**src/design/kei_pkg.sv**
```systemverilog
// Shared types and codes for the keyframe envelope interpolator.
// Used by kei_seg_mem and the top level; depends on nothing.
`timescale 1ns / 1ps
package kei_pkg;

	localparam int OUT_VALUES = 6;
	localparam logic [2:0] REG_LIFETIME_ADDR = 3'd0;
	localparam logic [23:0] LIFETIME_RESET = 24'd65536;
	localparam logic [16:0] FACTOR_ONE = 17'd65536;

	typedef enum logic [1:0] {
		CMD_TICK  = 2'd0,
		CMD_SEG   = 2'd1,
		CMD_START = 2'd2,
		CMD_NONE  = 2'd3
	} cmd_t;

	typedef struct packed {
		logic [1:0]         cmd;
		logic [15:0]        delta_time;
		logic [2:0]         channel;
		logic [2:0]         slot;
		logic signed [31:0] value;
		logic [16:0]        start_time;
		logic [16:0]        end_time;
		logic [3:0]         count;
	} item_t;

	typedef struct packed {
		logic signed [31:0] red;
		logic signed [31:0] green;
		logic signed [31:0] blue;
		logic signed [31:0] alpha;
		logic signed [31:0] turn_rate;
		logic signed [31:0] noise_power;
		logic               playing;
		logic               finished;
	} result_t;

	typedef struct packed {
		logic [31:0] target;
		logic [16:0] seg_begin;
		logic [16:0] seg_finish;
	} seg_entry_t;

endpackage

```
**src/design/kei_seg_mem.sv**
```systemverilog
// Segment table memory: one write port, one registered read port.
// Depends on kei_pkg for the entry type.
`timescale 1ns / 1ps
module kei_seg_mem #(
	parameter int DEPTH = 48,
	parameter int ADDR_W = 6
) (
	input  logic                clk,
	input  logic                wr_en,
	input  logic [ADDR_W-1:0]   wr_addr,
	input  kei_pkg::seg_entry_t wr_data,
	input  logic                rd_en,
	input  logic [ADDR_W-1:0]   rd_addr,
	output kei_pkg::seg_entry_t rd_data
);
	import kei_pkg::*;

	seg_entry_t mem_q [DEPTH];
	seg_entry_t rd_data_q;

	always_ff @(posedge clk) begin
		if (wr_en) begin
			mem_q[wr_addr] <= wr_data;
		end
		if (rd_en) begin
			rd_data_q <= mem_q[rd_addr];
		end
	end

	assign rd_data = rd_data_q;

endmodule

```
**config.mk**
```make
export PLATFORM = sky130hd
export DESIGN_NAME = kei_seg_mem
export DESIGN_NICKNAME = d
export VERILOG_FILES = /design/src/design/kei_pkg.sv /design/src/design/kei_seg_mem.sv
export SDC_FILE = /design/constraint.sdc
export NUM_CORES = 2
export LEC_CHECK = 0
export BUFFER_PORTS_ARGS = -buffer_cell sky130_fd_sc_hd__clkbuf_2
export CELL_PAD_IN_SITES_DETAIL_PLACEMENT = 1
export CELL_PAD_IN_SITES_GLOBAL_PLACEMENT = 1
export CORE_MARGIN = 5
export CORE_UTILIZATION = 30
export CTS_CLUSTER_DIAMETER = 150
export DETAILED_ROUTE_END_ITERATION = 10
export PLACE_DENSITY = 0.44
export SLEW_MARGIN = 30
export SYNTH_ARGS = -nofsm -noshare
export SYNTH_HDL_FRONTEND = slang
export SYNTH_SLANG_ARGS = --single-unit
```
**constraint.sdc**
```tcl
create_clock -name clk -period 6.65 [get_ports clk]
set_input_delay 0.665 -clock clk [delete_from_list [all_inputs] [get_ports clk]]
set_output_delay 0.665 -clock clk [all_outputs]
set_load 0.01 [all_outputs]
```
**Word-level counts from Yosys, hierarchy flattened**

Memory sizes are Yosys's and may differ from the RTL's. A register that Yosys moved wholly into a read port is not among the register bits.
Index checks and enable logic that the tools add are counted.

- Register bits after elaboration: 0
- Word-level logic and storage cells: 3
- Memory bits (writable): 3168
- Latch bits: 0
- Input port bits: 81
- ROM bits: 0
- Output and inout port bits: 66
- Memories: 1

- Shift operators: 0
- $add $sub $neg: 0
- $lt $le $gt $ge: 0
- Multiplexer cells: 2
- Bitwise gates (word level): 0
- Reductions and logical operators: 0
- Multipliers: 0
- Equality and inequality tests: 0
- Divide/modulo/power cells: 0

Memory list:

| name | depth | bits a word | rd ports | clocked after Yosys merged registers in | wr ports | RTL line | RTL |
|---|---|---|---|---|---|---|---|
| mem_q | 48 | 66 | 1 | 1 | 1 | kei_seg_mem.sv:18 | `seg_entry_t mem_q [DEPTH];` |

Operators by type and width:

| kind | count |
|---|---|
| $mux W1 | 2 |

**Logic depth before layout (Yosys ltp)**

- Depth in word-level cells: 2
- Depth in mapped cells: 10
- Depth with buffers taken out: 5

**Least setup slack after synthesis**

No wires, ideal clock.

- Path type: input port to flip-flop
- Start point: in wr_addr[5]
- End point: mem mem_q[16][0] (netlist name), enable pin
- Required time: 6.079 ns
- Stages on the path: 3
- Setup time: 0.571 ns
- Data arrival time: 5.457 ns
- Path slack: 0.622 ns
- Path buffers: 0
- Path through: and3b_1 nand2_1 nor3_1

RTL lines:

| element | RTL line | RTL |
|---|---|---|
| start, declared | kei_seg_mem.sv:10 | `input logic [ADDR_W-1:0] wr_addr,` |
| end, declared | kei_seg_mem.sv:18 |  |

Straight into the memory's write port.

==> impl_metrics.ini <==
[status]
status = completed

[min_path]
hold_path_depth = 1
worstHoldStart = wr_data[40]
hp-class = input pin to flip-flop

[synth]
async_reset_ff_share_pct = 0
synth_area_per_cell_um2 = 23.4
synth-seq-cells = 3234
synth_top_area_share_pct = 79.3
postSynthCellCount = 5224
yosys_most_used_dff = edfxtp_1
yosys.area.top_type = edfxtp_1
synthTopCellsByCount = edfxtp_1, mux4_2, mux2i_1, o22ai_1, clkbuf_1
yosysUniqueCellTypes = 39
syn_area_mm2 = 0.122
synth_edf_count = 3234
mappedNetlistNets = 5305
yosysWarnings = 0
synth.area.top_cells = edfxtp_1, mux4_2, mux2i_1
yosysMostFrequentCell = edfxtp_1
yosysSeqAreaShare_pct = 79.3

[global_routing]
antenna_found_initial = 32
grt_usage_pct = 18.0
grt_pass1_vias = 62600
globalRouteOverflowTotal = 0
grt_pass1_wl_um = 532000
grt_max_degree = 123

[power_and_ir_drop]
power_frac_comb_pct = 4.4
p_leak_uw = 0.0441
seqPwrFrac_pct = 51.7
p_per_area_mw_per_mm2 = 309
p_clk_share_pct = 43.9
p_switching_uw = 9480
switching_share_pct = 21.5
peakVddDrop_mv = 0.206
cellInternalPower_uw = 34500

[clocking]
cts_tree = done
cts_root_buffer = clkbuf_16
numCtsBuffers = 364
worst_skew_pair.late_latency_ps = 940
cts.sinks = 3234
postCtsResizedCells = 0
path_clk_slew_ps = 60
htree_levels = 5
post_cts_buffers = 0
cts_hold_buf = 0
cts_buffer_depth = 4

[worst_setup_path]
critPathMaxFanout = 76
critical_path.startpoint = rd_addr[0]
r2r_start = mem_q[16][54]
reg2reg_depth = 5
worstPathRequired_ps = 7270
arrival_ps = 3690
end_kind = flip-flop
crit_path_start_kind = input pin
crit_type = input pin to flip-flop

[drt]
ant_nets = 0
wl_per_cell_um = 34.1
wl_um = 387000
drc = 0
vias = 58100
viasPerCell = 5.12
dr.pass1.iters = 7
first_iter_violations = 5024

[floorplanning]
core_area_mm2 = 0.406
initial_core_util_pct = 30.1
die_w_um = 649
dieArea_mm2 = 0.421
fp.dieH_um = 649
rows = 234
io_pins = 147

[placed_design]
gp_congestion = 0.707
dp_hpwl_um = 204000
port_buffers = 146
pre_cts_ws_ps = 2550
placed_cell_area_mm2 = 0.131

[sta]
drv_slew = 0
min_period_over_period_pct = 46.2
tns_ps = 0
rsz0062_at_grt = no
worst_slew_pin_slew_ps = 1040
hold_violations = 0
worst_slack_ps = 3580
fin_worst_skew_ps = 45.9
finalSetupViolations = 0
timing.hold.ws_ps = 162
maxSlewHeadroom_pct = 30.5
max_freq_ghz = 0.325
finalCriticalPeriod_ps = 3070

[cells_and_area]
drive_gt1_share_pct = 27.5
stdcell_area_mm2 = 0.142
utilization_pct = 35.0
area_growth_pct = 16.1
nets = 5717

[run]
maxCapViolations = 0
final timing paths:
check	endpoint	slack, ps
setup / recovery	rd_data[15]	3580
hold / removal	mem_q[34][40]	160
setup reg to reg	rd_data[54]	4490
hold reg to reg	rd_data[7]	860
flip-flops by register name, indices dropped and copies added, names as in the netlist:
signal / cells
mem_q: 3168
rd_data: 66
logic make-up (layout without fill, tap and decap cells):
logic type / count (synthesis) / count (layout) / share of synthesized area [%]
muxes: 1062 / 1062 / 16.2
and+or+nand+nor: 220 / 220 / 0.900
AOI/OAI and AO/OA: 419 / 419 / 2.28
buffers and inverters: 289 / 973 / 1.28
other: 0 / 8 / 0
DFF: 3234 / 3234 / 79.3
cells in the final DEF, fill, tap and decap left out, drive strengths merged, types with 63 or more instances in the layout:
cell type	instances
clkbuf	579
edfxtp	3234
clkinv	142
mux4	737
mux2i	319
buf	213
o22ai	158
o221ai	63
o21ai	74
a21oi	65
power groups by stage:
stage	clock, uW	sequential [uW]	combinational (uW)
finish	19300	22700	1950
global route	20800	22700	2090
CTS	19900	22700	2010
detailed placement	0	23200	2000
global placement	0	23200	1970
floorplan	0	23100	1080
area by class of cell:
class	instances	area (um2)
Fill cell	39300	264000
Sequential cell	3234	97100
Multi-Input combinational cell	1701	24200
Clock buffer	458	9650
Tap cell	5428	6790
Timing Repair Buffer	334	2860
Clock inverter	180	1600
Antenna cell	8	20.0
Inverter	1	11.3
metal layers:
layer | vias up | share of wire [%] | GRT usage [%]
li1 | 23400 | - | -
met1 | 33000 | 43 | 24.2
met2 | 1276 | 51 | 31.3
met3 | 473 | 3.7 | 2.15
met4 | 6 | 2.2 | 4.06
met5 | - | 0.011 | 0
stage by stage:
stage,power (uW),std cells
global route,45600,11300
finish,44000,11300
detailed placement,25200,10700
CTS,44600,11300
global placement,25100,10700
floorplan,24200,5224
worst max-delay path: stages:
cell	delay, ps
buf_12	380
buf_12	510
buf_4	490
mux4_2	570
mux4_2	500
nand2_1	80
o21ai_0	100
Note: power is estimated with default switching activity, not from simulation.
