File: src/design/kei_div.sv
// Restoring divider giving a 16-bit fraction num/den for num below den.
// One quotient bit per cycle; depends on nothing beyond the timescale.
`timescale 1ns / 1ps
module kei_div (
	input  logic        clk,
	input  logic        arst_n,
	input  logic        go,
	input  logic [40:0] num,
	input  logic [40:0] den,
	output logic        done,
	output logic [15:0] quot
);
	logic [41:0] rem_q;
	logic [40:0] den_q;
	logic [15:0] quot_q;
	logic [4:0]  cnt_q;
	logic        run_q;
	logic        done_q;
	logic [41:0] shifted;
	logic        fits;

	assign shifted = {rem_q[40:0], 1'b0};
	assign fits = shifted >= {1'b0, den_q};

	always_ff @(posedge clk or negedge arst_n) begin
		if (!arst_n) begin
			run_q <= 1'b0;
			done_q <= 1'b0;
			cnt_q <= '0;
		end else begin
			done_q <= 1'b0;
			if (go) begin
				run_q <= 1'b1;
				cnt_q <= 5'd16;
			end else if (run_q) begin
				cnt_q <= cnt_q - 5'd1;
				if (cnt_q == 5'd1) begin
					run_q <= 1'b0;
					done_q <= 1'b1;
				end
			end
		end
	end

	always_ff @(posedge clk) begin
		if (go) begin
			rem_q <= {1'b0, num};
			den_q <= den;
			quot_q <= '0;
		end else if (run_q) begin
			rem_q <= fits ? (shifted - {1'b0, den_q}) : shifted;
			quot_q <= {quot_q[14:0], fits};
		end
	end

	assign done = done_q;
	assign quot = quot_q;

endmodule

File: config.mk
export PLATFORM = sky130hd
export DESIGN_NAME = kei_div
export DESIGN_NICKNAME = d
export VERILOG_FILES = /design/src/design/kei_div.sv
export SDC_FILE = /design/constraint.sdc
export NUM_CORES = 1
export LEC_CHECK = 0
export BUFFER_PORTS_ARGS = -buffer_cell sky130_fd_sc_hd__buf_2
export CAP_MARGIN = 25
export CELL_PAD_IN_SITES_DETAIL_PLACEMENT = 0
export CELL_PAD_IN_SITES_GLOBAL_PLACEMENT = 2
export CORE_MARGIN = 2
export CORE_UTILIZATION = 36
export DETAILED_ROUTE_END_ITERATION = 10
export PLACE_DENSITY = 0.8
export SLEW_MARGIN = 40
export SYNTH_ARGS = -nofsm -noshare
export SYNTH_HDL_FRONTEND = slang
export SYNTH_SLANG_ARGS = --single-unit
File: constraint.sdc
create_clock -name clk -period 3.65 [get_ports clk]
set_clock_uncertainty 0.2 [all_clocks]
set_input_delay 1.095 -clock clk [delete_from_list [all_inputs] [get_ports clk]]
set_output_delay 1.095 -clock clk [all_outputs]
set_load 0.05 [all_outputs]
# ---- Yosys cells after proc, flatten, opt, wreduce, memory -nomap -nowiden
# Cells that the tools add are included.
dict set report word_totals {
  latchBits 0
  mem_bits_ro 0
  mem_bits_rw 0
  out_inout_bits 17
  regBits 105
  memories 0
  in_bits 85
}
dict set report op_classes {
  n_reduce_logical 1
  bitwise 0
  n_eq_ne 1
  div_mod_pow 0
  n_mux 11
  shifts 0
  n_lt_le_gt_ge 1
  mul 0
  add_sub_neg 2
}
# operator count
set ops {}
lappend ops {{2-to-1 mux 41 bit} 3}
lappend ops {{greater-or-equal comparator 42 x 41 -> 1 bit} 1}
lappend ops {{subtractor 41 bit} 1}
lappend ops {{2-to-1 mux 5 bit} 2}
lappend ops {{2-to-1 mux 1 bit} 6}
lappend ops {{== test 5 x 1 -> 1 bit, second input constant} 1}
lappend ops {{subtractor 5 x 1 -> 5 bit, second input constant} 1}
lappend ops {{nonzero test 2 bit} 1}

# ---- Logic depth before layout (Yosys ltp)
dict set report logic_depth {
  depth_word 4
  mapped_depth 15
  depth_no_buf 12
}

# ---- Worst setup path before layout
# No wires, ideal clock.
dict set report synth_path {
  path_type {register -> register}
  startpoint {register rem_q[0]}
  endpoint {register rem_q[39] (data pin)}
  setup_slack_ps 443
  t_arrival_ps 2747
  synth_period_minus_slack_ps 3207
  n_path_buf 0
  stages_incl_launch_ff 12
  path_cell_list {edfxtp_1 -> ha_1 -> nor2b_1 -> o2111ai_1 -> a211oi_1 -> o21ai_0 -> a211oi_2 -> o21bai_2 -> a2111oi_1 -> o21a_1 -> o31ai_1 -> mux2_2}
}
dict set report synth_between {
  elab_chain_cells 4
  elab_cells_between_ends 5
}
# item line
set synth_rtl {}
lappend synth_rtl {{start, declared} 13} ;# logic [41:0] rem_q;
lappend synth_rtl {{start signal, assigned} 47} ;# rem_q <= {1'b0, num};
lappend synth_rtl {{start signal, assigned} 51} ;# rem_q <= fits ? (shifted - {1'b0, den_q}) : shifted;
lappend synth_rtl {{subtractor 41 bit or greater-or-equal comparator 42 x 41 -> 1 bit (tied branches)} {51, 23}}
lappend synth_rtl {{2-to-1 mux 41 bit (*)} 51}
lappend synth_rtl {{2-to-1 mux 41 bit (*)} 50} ;# end else if (run_q) begin
lappend synth_rtl {{2-to-1 mux 41 bit (*)} 46} ;# if (go) begin
# Mark *: on every way between the ends. The rest lies on a longest branch, timed or not. The select of a mux whose other input is x is not followed.
# A chain may end at the register's enable or synchronous reset.

# ---- Worst setup path after layout
dict set report layout_path {
  startpoint {register rem_q[34]}
  endpoint {register rem_q[10] (data pin)}
}
dict set report layout_between {
  elab_chain_cells 4
}
# item line
set layout_rtl {}
lappend layout_rtl {{greater-or-equal comparator 42 x 41 -> 1 bit} 23} ;# assign fits = shifted >= {1'b0, den_q};
lappend layout_rtl {{2-to-1 mux 41 bit} 51}
lappend layout_rtl {{2-to-1 mux 41 bit} 50}
lappend layout_rtl {{2-to-1 mux 41 bit} 46}
# Every way passes these cells. The select of a mux whose other input is x is not followed.

==> results.json <==
{
  "cp_max_fo": 10,
  "synth_largest_area_cell": "edfxtp_1",
  "die-width_um": 140.1,
  "synth_area_leaders": "edfxtp_1 (37%), ha_1 (8.1%), dfxtp_1 (4.8%)",
  "required_ns": 3.56,
  "die-height_um": 140.1,
  "via_per_inst": 5.268,
  "nets": 915,
  "synth_compound_area_share_pct": 18.51,
  "violations": "DRC",
  "cts_tree": "yes",
  "max_freq_ghz": 0.2847,
  "yosys_most_used_dff": "edfxtp_1",
  "internal-power_w": 0.003991,
  "synth_most_common_cell": "edfxtp_1",
  "critPathSlowestCell": "or4_1",
  "synth_cells": 680,
  "yosysTopAreaCellShare_pct": 36.92,
  "clk_latency_ns": 0.37,
  "muxShareOfSynthArea_pct": 5.440,
  "clock_path_buffers": 2,
  "min_period_ns": 3.512,
  "ir_worst_vdd_v": 0.0002993,
  "hold_ws_ns": 0.3148,
  "path_delay_family": "simple AND/OR/NAND/NOR gates",
  "setup_tns_ns": 0,
  "cts_buffers": 9,
  "syn_area_per_cell_sq_um": 9.809,
  "layout-drive-gt1-share_pct": 23.89,
  "final-setup-viol-count": 0,
  "cts_root_buf": "clkbuf_16",
  "cts_max_level": 3,
  "wl_um": 16990,
  "maxSlewViolCount": 0,
  "path_clk_slew_ns": 0.08,
  "hold_viol_final": 0,
  "cp_slowest_stage_delay_ns": 0.51,
  "gp_congestion": 0.8184,
  "status": "finished with violations",
  "netSwitchingFraction_pct": 42.14,
  "crit_path_frequent_cell": "nand2_1",
  "synth_top_family_by_area": "compound AO/OA/AOI/OAI gates",
  "synth_edf_count": 82,
  "antenna_left": 0,
  "reg2reg_to": "rem_q[10]$_DFFE_PP_",
  "yosys.area_share.simple_pct": 12.31,
  "grt_max_degree": 63,
  "vias": 5379,
  "p_seq_share_pct": 27.4,
  "start_kind": "register",
  "rrSetupSlack_ns": 0.14,
  "criticalPathCategory": "register to register",
  "clkSinkCount": 105,
  "crit_cells": 13,
  "rows": 49,
  "met3RoutedLength_um": 929,
  "wl_per_cell_um": 16.64,
  "final_cells": 1021,
  "top_layer": "met5",
  "grt_usage_pct": 16.60,
  "worstPathCellList": "ha_1 -> nand2_1 -> nor2_2 -> and3_1 -> nand2_1 -> or4_1 -> nand3_1 -> a31oi_4 -> clkbuf_16 -> buf_4 -> nand2_1 -> o21ai_0 -> mux2_2",
  "synth_common_cells": "edfxtp_1 (82), inv_1 (63), nand2_1 (55)",
  "powerDensity_mw_per_mm2": 854.3,
  "worst_r2r_startpoint": "rem_q[34]$_DFFE_PP_",
  "period_share_pct": 96.23,
  "grt_pass1_wl_um": 26390,
  "ys_ff_latch": 105,
  "yosys.area_share.adder_pct": 8.366,
  "portBuffers": 101,
  "cp.arrival_ns": 3.42,
  "p_leak_nw": 3.652,
  "dpl_cell_area_sq_mm": 0.007493,
  "grt_overflow": 0,
  "yosysSeqAreaShare_pct": 44.34,
  "wl_met2_um": 7850,
  "final_area_sq_mm": 0.008073,
  "synth_xor_area_share_pct": 5.121,
  "post_synth_instance_area_sq_mm": 0.006670,
  "ys_async_sr_fraction_pct": 6.667,
  "crit_start": "rem_q[34]$_DFFE_PP_",
  "relSlewSlack_pct": 51.95,
  "worst_slew_pin_slew_ns": 0.7208,
  "area_delta_synth_final_pct": 21.03,
  "p_clk_share_pct": 14.2,
  "critPathCapture": "rem_q[10]$_DFFE_PP_",
  "yosysUniqueCellTypes": 60,
  "crit_path_end_kind": "register",
  "grt_pass1_vias": 5402,
  "critPathBufInv": 2,
  "drt_iter0_drc": 279,
  "yosysWarnings": 0,
  "die_area_sq_mm": 0.01963,
  "antenna_found_initial": 2,
  "initial_utilization_pct": 36.88,
  "drv_cap": 0,
  "hold_path_class": "register to register",
  "rr_worst_depth": 13,
  "drt-met1-wl_um": 7838,
  "syn-num-nets": 809,
  "pin_count": 102,
  "combinationalPowerShare_pct": 58.4,
  "drc": 12,
  "drt_pass1_iterations": 8,
  "placeableCoreArea_sq_mm": 0.01809,
  "dp_cells": 993,
  "hpwl_um": 11830,
  "p_switching_w": 0.002906
}
## kinds of logic (layout without fill, tap and decap cells)
family	count (synthesis)	in the layout
AOI/OAI and AO/OA	190	190
xor gates and xnor gates	39	39
adders and majority gates	44	44
buffers and inverters	97	208
DFF	105	105
muxes	34	34
other	0	1
and+or+nand+nor	171	171
## power groups by stage
stage          Sequential [W]  Combinational [W]  Clock [W]
2_1_floorplan         0.00188            0.00270          0
3_3_place_gp          0.00189            0.00354          0
3_5_place_dp          0.00190            0.00356          0
4_1_cts               0.00188            0.00359    0.00100
5_1_grt               0.00193            0.00449    0.00105
6_report              0.00189            0.00403   0.000976
## worst min-delay path by stage
stage / from / end / depth (start not counted)
detailed placement: quot[15]$_SDFFE_PP0P_ / quot[15]$_SDFFE_PP0P_ / 2
global route: arst_n / cnt_q[4]$_DFFE_PN0P_ / 1
finish: quot[15]$_SDFFE_PP0P_ / quot[15]$_SDFFE_PP0P_ / 2
global placement: quot[15]$_SDFFE_PP0P_ / quot[15]$_SDFFE_PP0P_ / 2
CTS: quot[0]$_SDFFE_PP0P_ / quot[0]$_SDFFE_PP0P_ / 2
floorplan: cnt_q[4]$_DFFE_PN0P_ / cnt_q[4]$_DFFE_PN0P_ / 2
## stage by stage
stage                     total power [W]  setup WS [ns]  utilization [%]
after floorplan                  0.004576         0.4435                -
after global placement           0.005432         0.1286            41.43
after detailed placement         0.005459        0.02953            41.43
after CTS                        0.006470        0.03657            43.03
after global routing             0.007458      -0.008054            44.62
final                            0.006897         0.1375            44.64
## what timing repair did
| action | 4_1_cts | 5_1_grt |
|---|---|---|
| setup buffers | 0 | 6 |
| setup endpoints to repair | 0 | 35 |
| gates resized for setup | 0 | 24 |
| hold buffers | 0 | 0 |
## flip-flops by register name, indices dropped and copies added, names as in the netlist
register and count:
cnt_q 5, den_q 41, rem_q 41, done 1, run_q 1, quot 16
## layer usage
metal,up-vias,track usage (%)
met1,2549,21.81
li1,2678,-
met3,26,4.615
met5,-,0
met2,124,26.45
met4,2,5.848
## layout by cell type, fill, tap and decap left out, types with 3 or more instances in the layout
master     count
buf_2        100
o21bai_1       4
o21ai_0       34
nand3_1       12
inv_1         63
nor3_1         5
nand2_1       55
a21oi_2        3
nand2b_1       5
xor2_1        20
o31ai_1        5
clkbuf_16     13
dfrtp_1        7
and2_1         5
buf_12         5
nand4_1       10
buf_4         19
a21o_1        25
ha_2           3
a31oi_1        7
and3_1         6
a211oi_1      14
mux2i_1       16
o21ai_1        7
ha_1          37
mux2_2        18
a221o_1        8
and3b_1        7
a21oi_1       51
edfxtp_1      82
ha_4           3
dfxtp_1       16
xnor2_1       19
a211oi_2       3
nor2_1        49
nor2b_1        5
o21a_1         7
## worst reg2reg max path: stages (launching register included)
cell and delay [ns]:
edfxtp_1 0.40, ha_1 0.42, nand2_1 0.19, nor2_2 0.23, and3_1 0.22, nand2_1 0.09
or4_1 0.51, nand3_1 0.14, a31oi_4 0.07, clkbuf_16 0.21, buf_4 0.18, nand2_1 0.07
o21ai_0 0.07, mux2_2 0.26
## area by class of cell
cell class / instances / area, sq um
Antenna cell: 1 / 2.502
Clock buffer: 10 / 229.0
Clock inverter: 6 / 60.06
Fill cell: 1753 / 10010
Inverter: 63 / 236.5
Multi-Input combinational cell: 478 / 3446
Sequential cell: 105 / 2958
Tap cell: 229 / 286.5
Timing Repair Buffer: 129 / 854.6
Note: power is estimated with default switching activity, not from simulation.
